### config.mk
export PLATFORM = sky130hd
export DESIGN_NAME = mbet_colour
export DESIGN_NICKNAME = d
export VERILOG_FILES = /design/src/hdl/mbet_pkg.sv /design/src/hdl/mbet_colour.sv
export SDC_FILE = /design/constraint.sdc
export NUM_CORES = 2
export LEC_CHECK = 0
export BUFFER_PORTS_ARGS = -buffer_cell sky130_fd_sc_hd__buf_4
export CAP_MARGIN = 15
export CORE_MARGIN = 1.5
export CORE_UTILIZATION = 55
export CTS_CLUSTER_SIZE = 10
export DETAILED_ROUTE_END_ITERATION = 12
export GPL_TIMING_DRIVEN = 0
export PLACE_DENSITY_LB_ADDON = 0.15
export SETUP_SLACK_MARGIN = 0.05
export SLEW_MARGIN = 10
export SYNTH_ARGS = -nofsm -noshare
export SYNTH_HDL_FRONTEND = slang
export SYNTH_SLANG_ARGS = --single-unit
export TNS_END_PERCENT = 20
### constraint.sdc
create_clock -name clk -period 8.5 [get_ports clk]
set_input_delay 1.7 -clock clk [delete_from_list [all_inputs] [get_ports clk]]
set_output_delay 1.7 -clock clk [all_outputs]
set_load 0.05 [all_outputs]
### src/hdl/mbet_pkg.sv
// shared types, constants and reset values of the escape-time pixel block
`default_nettype none

package mbet_pkg;

  // default parameter values
  localparam int ITER_LIMIT_MAX_DEF = 4096;
  localparam int COORD_BITS_DEF     = 12;
  localparam int FRACTION_BITS_DEF  = 44;

  // fixed field widths
  localparam int CFG_W    = 48;
  localparam int ORIGIN_W = 48;
  localparam int STEP_W   = 47;
  localparam int ITER_W   = 13;
  localparam int COLOR_W  = 8;
  localparam int KW       = 13;

  // register reset values
  localparam logic signed [ORIGIN_W-1:0] ORIGIN_RE_RST  = -48'sd36943590693274;
  localparam logic signed [ORIGIN_W-1:0] ORIGIN_IM_RST  = -48'sd21110623253299;
  localparam logic        [STEP_W-1:0]   PIXEL_STEP_RST = 47'd41231686042;
  localparam logic        [ITER_W-1:0]   MAX_ITER_RST   = 13'd256;

  // register indexes
  localparam logic [1:0] CFG_ORIGIN_RE  = 2'd0;
  localparam logic [1:0] CFG_ORIGIN_IM  = 2'd1;
  localparam logic [1:0] CFG_PIXEL_STEP = 2'd2;
  localparam logic [1:0] CFG_MAX_ITER   = 2'd3;

  // colour scale factors: 255*9, 255*15 and 255*17 (blue divides by two more)
  localparam logic [KW-1:0] K_RED   = 13'd2295;
  localparam logic [KW-1:0] K_GREEN = 13'd3825;
  localparam logic [KW-1:0] K_BLUE  = 13'd4335;

  typedef struct packed {
    logic [COLOR_W-1:0] red;
    logic [COLOR_W-1:0] green;
    logic [COLOR_W-1:0] blue;
  } rgb_t;

  typedef enum logic [3:0] {
    ST_IDLE,
    ST_CX,
    ST_CY,
    ST_CI,
    ST_UPD,
    ST_PREP,
    ST_MUL,
    ST_FIN,
    ST_COL
  } state_t;

  typedef enum logic [2:0] {
    CS_IDLE,
    CS_DEN,
    CS_LOAD,
    CS_MUL,
    CS_DIV,
    CS_DONE
  } col_state_t;

endpackage

`default_nettype wire

### src/hdl/mbet_colour.sv
// colour unit: polynomial numerators and lim^4 on one multiplier, then 8-bit restoring division
`default_nettype none

module mbet_colour #(
  parameter int ITER_LIMIT_MAX = mbet_pkg::ITER_LIMIT_MAX_DEF,
  localparam int CNT_W = $clog2(ITER_LIMIT_MAX + 1)
) (
  input  wire logic             clk,
  input  wire logic             rst_n,
  input  wire logic             start,
  input  wire logic [CNT_W-1:0] n,
  input  wire logic [CNT_W-1:0] lim,
  output logic                  done,
  output mbet_pkg::rgb_t        rgb
);

  localparam int NW = 4 * CNT_W + mbet_pkg::KW;
  localparam int YW = (CNT_W > mbet_pkg::KW) ? CNT_W : mbet_pkg::KW;

  localparam logic [1:0] CH_RED   = 2'd0;
  localparam logic [1:0] CH_GREEN = 2'd1;
  localparam logic [1:0] CH_BLUE  = 2'd2;

  mbet_pkg::col_state_t cst_r, cst_nxt;

  logic [NW-1:0]      den_r;
  logic [NW-1:0]      num_r;
  logic [NW-1:0]      div_r;
  logic [CNT_W-1:0]   a_r;
  logic [CNT_W-1:0]   b_r;
  logic [CNT_W-1:0]   lim_r;
  logic [1:0]         ch_r;
  logic [2:0]         cnt_r;
  logic [7:0]         q_r;
  mbet_pkg::rgb_t     rgb_r;

  logic [NW-1:0]      mul_x;
  logic [YW-1:0]      mul_y;
  logic [YW-1:0]      k_sel;
  logic               use_b;
  logic [NW+YW-1:0]   prod_full;
  logic [NW-1:0]      mul_p;
  logic               ge;
  logic [7:0]         q_val;

  // operand pattern per channel: red a,a,b,k  green a,b,b,k  blue b,b,b,k
  always_comb begin
    case (ch_r)
      CH_RED:   use_b = (cnt_r == 3'd2);
      CH_GREEN: use_b = (cnt_r != 3'd0);
      default:  use_b = 1'b1;
    endcase
    case (ch_r)
      CH_RED:   k_sel = YW'(mbet_pkg::K_RED);
      CH_GREEN: k_sel = YW'(mbet_pkg::K_GREEN);
      default:  k_sel = YW'(mbet_pkg::K_BLUE);
    endcase
    if (cst_r == mbet_pkg::CS_DEN) begin
      mul_x = den_r;
      mul_y = YW'(lim_r);
    end else begin
      mul_x = num_r;
      if (cnt_r == 3'd3) begin
        mul_y = k_sel;
      end else if (use_b) begin
        mul_y = YW'(b_r);
      end else begin
        mul_y = YW'(a_r);
      end
    end
  end

  assign prod_full = (NW + YW)'(mul_x) * (NW + YW)'(mul_y);
  assign mul_p     = prod_full[NW-1:0];
  assign ge        = (num_r >= div_r);
  assign q_val     = {q_r[6:0], ge};

  // next state
  always_comb begin
    cst_nxt = cst_r;
    unique case (cst_r)
      mbet_pkg::CS_IDLE: if (start) cst_nxt = mbet_pkg::CS_DEN;
      mbet_pkg::CS_DEN:  if (cnt_r == 3'd2) cst_nxt = mbet_pkg::CS_LOAD;
      mbet_pkg::CS_LOAD: cst_nxt = mbet_pkg::CS_MUL;
      mbet_pkg::CS_MUL:  if (cnt_r == 3'd3) cst_nxt = mbet_pkg::CS_DIV;
      mbet_pkg::CS_DIV: begin
        if (cnt_r == 3'd7) begin
          cst_nxt = (ch_r == CH_BLUE) ? mbet_pkg::CS_DONE : mbet_pkg::CS_LOAD;
        end
      end
      mbet_pkg::CS_DONE: cst_nxt = mbet_pkg::CS_IDLE;
      default:           cst_nxt = mbet_pkg::CS_IDLE;
    endcase
  end

  // outputs
  always_comb begin
    done = (cst_r == mbet_pkg::CS_DONE);
    rgb  = rgb_r;
  end

  always_ff @(posedge clk) begin
    if (!rst_n) begin
      cst_r <= mbet_pkg::CS_IDLE;
    end else begin
      cst_r <= cst_nxt;
    end
  end

  always_ff @(posedge clk) begin
    unique case (cst_r)
      mbet_pkg::CS_IDLE: begin
        den_r <= NW'(lim);
        lim_r <= lim;
        a_r   <= n;
        b_r   <= lim - n;
        ch_r  <= CH_RED;
        cnt_r <= 3'd0;
      end
      mbet_pkg::CS_DEN: begin
        den_r <= mul_p;
        cnt_r <= (cnt_r == 3'd2) ? 3'd0 : cnt_r + 3'd1;
      end
      mbet_pkg::CS_LOAD: begin
        num_r <= NW'(a_r);
        // blue carries the extra halving of its scale factor
        div_r <= (ch_r == CH_BLUE) ? (den_r << 8) : (den_r << 7);
        cnt_r <= 3'd0;
      end
      mbet_pkg::CS_MUL: begin
        num_r <= mul_p;
        cnt_r <= (cnt_r == 3'd3) ? 3'd0 : cnt_r + 3'd1;
      end
      mbet_pkg::CS_DIV: begin
        if (ge) num_r <= num_r - div_r;
        div_r <= div_r >> 1;
        q_r   <= q_val;
        cnt_r <= cnt_r + 3'd1;
        if (cnt_r == 3'd7) begin
          case (ch_r)
            CH_RED:   rgb_r.red   <= q_val;
            CH_GREEN: rgb_r.green <= q_val;
            default:  rgb_r.blue  <= q_val;
          endcase
          ch_r <= ch_r + 2'd1;
        end
      end
      mbet_pkg::CS_DONE: begin
        cnt_r <= 3'd0;
      end
      default: begin
        cnt_r <= 3'd0;
      end
    endcase
  end

endmodule

`default_nettype wire

Word-level counts from Yosys, hierarchy flattened:

Cells that the tools add are included.

* $add $sub $neg: 4
* multipliers: 1
* magnitude comparators: 1
* equal/unequal tests: 15
* muxes and demuxes: 22
* bitwise gates (word level): 1
* reductions and logical operators: 14

Operators with widths (count)
* $pmux 65 s2: 2
* $mux 65: 3
* $pmux 65 s3: 1
* $ge 65x65->1: 1
* $mul 65x13->65: 1
* $sub 65x65->65: 1
* $mux 13: 3
* $pmux 13 s2: 1
* $mux 3: 7
* $pmux 3 s5: 1
* $sub 13x13->13: 1
* $eq 3x2->1 const B: 4
* $eq 3x3->1 const B: 3
* $pmux 3 s3: 1
* $reduce_and 3->1: 3
* $ne 2x2->1 const B: 4
* $reduce_bool 2->1: 3
* $reduce_bool 3->1: 2
* $pmux 2 s2: 1
* $reduce_and 2->1: 2
* $reduce_and 4->1: 1
* $add 3x1->3 const B: 1
* $eq 3x1->1 const B: 1
* $logic_not 3->1: 1
* 9 further kinds: 9

* register bits after elaboration: 273
* output and inout port bits: 25
* word-level logic and storage cells: 71

Logic depth before layout (Yosys ltp):

* depth after elaboration: 7
* mapped depth: 35
* gate-level depth less buffers: 32

Least setup slack after synthesis:

OpenSTA, ideal clock, no wires.

* path kind: reg-to-reg
* start: reg ch_r[0]
* end: reg num_r[64], data pin
* library setup time: 271 ps
* data arrival time: 7849 ps
* data required time: 8229 ps
* path slack: 380 ps
* stages on the path, launching flop included: 35
* period minus slack after synthesis: 8120 ps
* path through: edfxtp_1 inv_1 ha_1 nand2_1 o21ai_2 buf_2 mux2_2 nor2_1 a21oi_1 mux2i_1 clkbuf_1 nor2_1 fa_1 inv_1 fa_1 inv_1 fa_1 fa_1 inv_1 fa_1 inv_1 ha_1 clkbuf_1 a21oi_1 o221ai_1 a21oi_1 o31ai_1 a31oi_1 o22ai_1 o21ai_1 o21ai_1 a21oi_1 o2111ai_1 xnor3_1 o22ai_1

* word-level cells in the longest chain between the ends: 7
* elaborated cells on any way between the ends: 9
* classes of those cells: mul (1); eq/ne (1); mux (6); reduce/logical (1)

RTL lines
* from (decl): line mbet_colour.sv:32 `logic [1:0] ch_r;`
* from (signal assigned): line mbet_colour.sv:145 `ch_r <= ch_r + 2'd1;`
* $eq 2x1->1 / $logic_not 2->1 (equally long branches): line mbet_colour.sv:48, mbet_colour.sv:53
* $pmux 1 s2: line mbet_colour.sv:48 `case (ch_r)`
* $mux 13: line mbet_colour.sv:65 `end else if (use_b) begin`
* $mux 13 *: line mbet_colour.sv:63 `if (cnt_r == 3'd3) begin`
* $mux 13 *: line mbet_colour.sv:58 `if (cst_r == mbet_pkg::CS_DEN) begin`
* $mul 65x13->65 *: line mbet_colour.sv:73 `assign prod_full = (NW + YW)'(mul_x) * (NW + YW)'(mul_y);`
* $pmux 65 s3 *: line mbet_colour.sv:111 `unique case (cst_r)`
* to (signal assigned): line mbet_colour.sv:125 `num_r <= NW'(a_r);`
* to (signal assigned): line mbet_colour.sv:131 `num_r <= mul_p;`
* to (signal assigned): line mbet_colour.sv:135 `if (ge) num_r <= num_r - div_r;`
* to (decl): line mbet_colour.sv:27 `logic [NW-1:0] num_r;`

Mark *: on every way between the ends. The rest lies on a longest branch, timed or not.
A chain may end at the register's enable or synchronous reset.

Final worst setup path:

* start: reg ch_r[1]
* end: reg num_r[61], data pin

The elaborated chain is that of the path after synthesis.

==> results.ini <==
[route]
wl_per_cell_um = 23.3
drt-pass1-iter-count = 6
drt.antenna.violating_nets = 0
remaining_drc_errors = 0
vias = 31708
drtIter0Drc = 3320
via_per_inst = 5.88
wl_mm = 125

[clocking]
hold_buffers = 0
clk_latency_ns = 0.56
htreeDepth = 2
cts_tree = built
cts_sinks = 273
ctsLongestPathBuffers = 3
cts_root_buf = clkbuf_16
numCtsBuffers = 34
cts.clk_slew.worst_paths_ns = 0.05

[cells_and_area]
area_growth_pct = 12.4
final_cell_mix = nand2_1 (790), inv_1 (743), fa_1 (621)
drive_gt1_share_pct = 9.98
finalNetCount = 5269
final_common_cell = nand2_1
design_area_um2 = 43100
antenna_cells = 0

[yosys]
postSynthAreaPerCell_um2 = 8.95
syn_nets = 5109
syn_inst = 4285
yosys_warnings = 0
synthFlopType = edfxtp_1
synth-edff-count = 267
ys_seq_area_share_pct = 21.2
synth_area_um2 = 38400
synth-seq-cells = 273
async_flop_share_pct = 0
synth_cell_type_count = 79

[sta]
fin_skew_ns = 0.0261
timing.fmax_mhz = 120
min_period_ns = 8.30
worst_pin_slew_ns = 0.974
drv_slew = 0
maxSlewHeadroom_pct = 34.4
period_share_pct = 97.7
fin_ws_ns = 0.199
finalHoldViolCount = 0
setup_viol = 0
finalSetupTns_ns = 0

[setup_path]
cp.required_ns = 8.75
crit_type = reg2reg
cp-start-kind = register
worst_path_most_repeated_cell = fa_1
cp.arrival_ns = 8.55
path_buf_inv = 4
end_kind = register
crit_family = adder cells
cp_max_fo = 10
max_stage_delay_ns = 0.61
crit_slowest_cell = fa_1

[floorplanning]
rows = 96
core_area_um2 = 68800
dieArea_um2 = 71400
start_util_pct = 55.7
die_w_um = 267
chipHeight_um = 267
pin_count = 54

[global_routing]
grt_pass1_vias = 31517
grt_max_degree = 40
grt_use_total_pct = 35.7
antenna_found_initial = 1
grt_pass1_wl_mm = 189
grt_overflow_total = 0

[run]
maxCapViolations = 0

[status]
outcome = finished clean

[placement]
io_buffers = 53
place_area_um2 = 40300
dpl.hpwl_mm = 101
preCtsSetupSlack_ns = -3.42
place.gp.congestion = 0.972

[hold_path]
worstHoldPathType = reg2reg

[synth_stat cells, drive strengths merged (5+ instances only)]
cell type  count  share of area (%)
a21o          60                1.2
nor2b         25               0.41
o31ai          7               0.17
o211ai        11               0.23
a21boi        12               0.23
nor2         423                4.1
or2           11               0.18
a221oi         6               0.17
mux2i        122                3.2
mux2           5               0.15
ha           173                5.6
and3          23               0.38
clkbuf       155                1.5
fa           622                 32
o21bai        20               0.39
o21ai        159                2.1
a31oi         21               0.34
and2          25               0.41
inv          749                7.3
buf           20               0.20
xor2          62                1.4
o221ai        11               0.25
a221o          6               0.16
nor3          15               0.20
a211o          5               0.11
a211oi        12               0.23
o21a          13               0.25
a22oi          6               0.12
edfxtp       267                 21
dfxtp          6               0.31
and4           6               0.14
o22ai         56               0.91
nand3         28               0.37
nand4         23               0.38
nand2b        23               0.38
nand2        820                8.0
a21oi        144                1.9
a311oi         5               0.19
xnor2         84                1.9
[state kept, by name, summed over array words and instances (netlist names)]
signal and cells:
num_r 65, rgb 24, cst_r 3, a_r 13, cnt_r 3, lim_r 13
div_r 65, q_r 7, den_r 65, b_r 13, ch_r 2
[worst paths after layout]
kind                               start         to  slack (ns)  depth (start not counted)
worst max-delay path             ch_r[1]  num_r[61]        0.20                         28
worst min-delay path            cnt_r[0]   cnt_r[0]        0.41                          1
worst max register to register   ch_r[1]  num_r[61]        0.20                         28
worst min register to register  cnt_r[0]   cnt_r[0]        0.41                          1
[what timing repair did]
action | CTS | global route
endpoints found under the hold margin | 0 | 0
setup buffers | 31 | 25
pin swaps | 18 | 54
resized for setup | 277 | 138
endpoints found under the setup margin | 114 | 51
gates cloned | 1 | 1
[logic make-up after synthesis]
logic type	share of synthesized area (%)
compound gates	9.69
xor+xnor	3.39
fa+ha+maj	38.1
buf+inv	9.05
flops	21.2
mux	3.33
simple gates	15.2
[metrics by stage]
stage | util (%) | cells | hold WS [ns]
global placement | 58.0 | 5269 | 0.440
floorplan | - | 4285 | 0.417
CTS | 61.6 | 5372 | 0.445
finish | 62.7 | 5392 | 0.413
detailed placement | 58.5 | 5290 | 0.438
global route | 62.7 | 5392 | 0.425
[cell type report]
cell class              count  area (um2)
multi-input cells        3088       27900
fillers                  5965       25700
flip-flops and latches    273        8140
inverters                 749        2810
repair buffers            130        1170
well taps                 931        1160
plain buffers             169         971
clock buffers              46         906
clock inverters             6        53.8
[metal layers]
metal  up-vias  GRT usage (%)  part of all wire, %
met1     15942           48.7                   40
met5         -              0                0.033
met4         6           14.7                  5.0
li1      13870              -                    -
met3       278           6.94                  9.9
met2      1612           56.1                   45
Power is not shown: default switching activity piles up to over one toggle a cycle in this logic, so the estimate is an artifact.
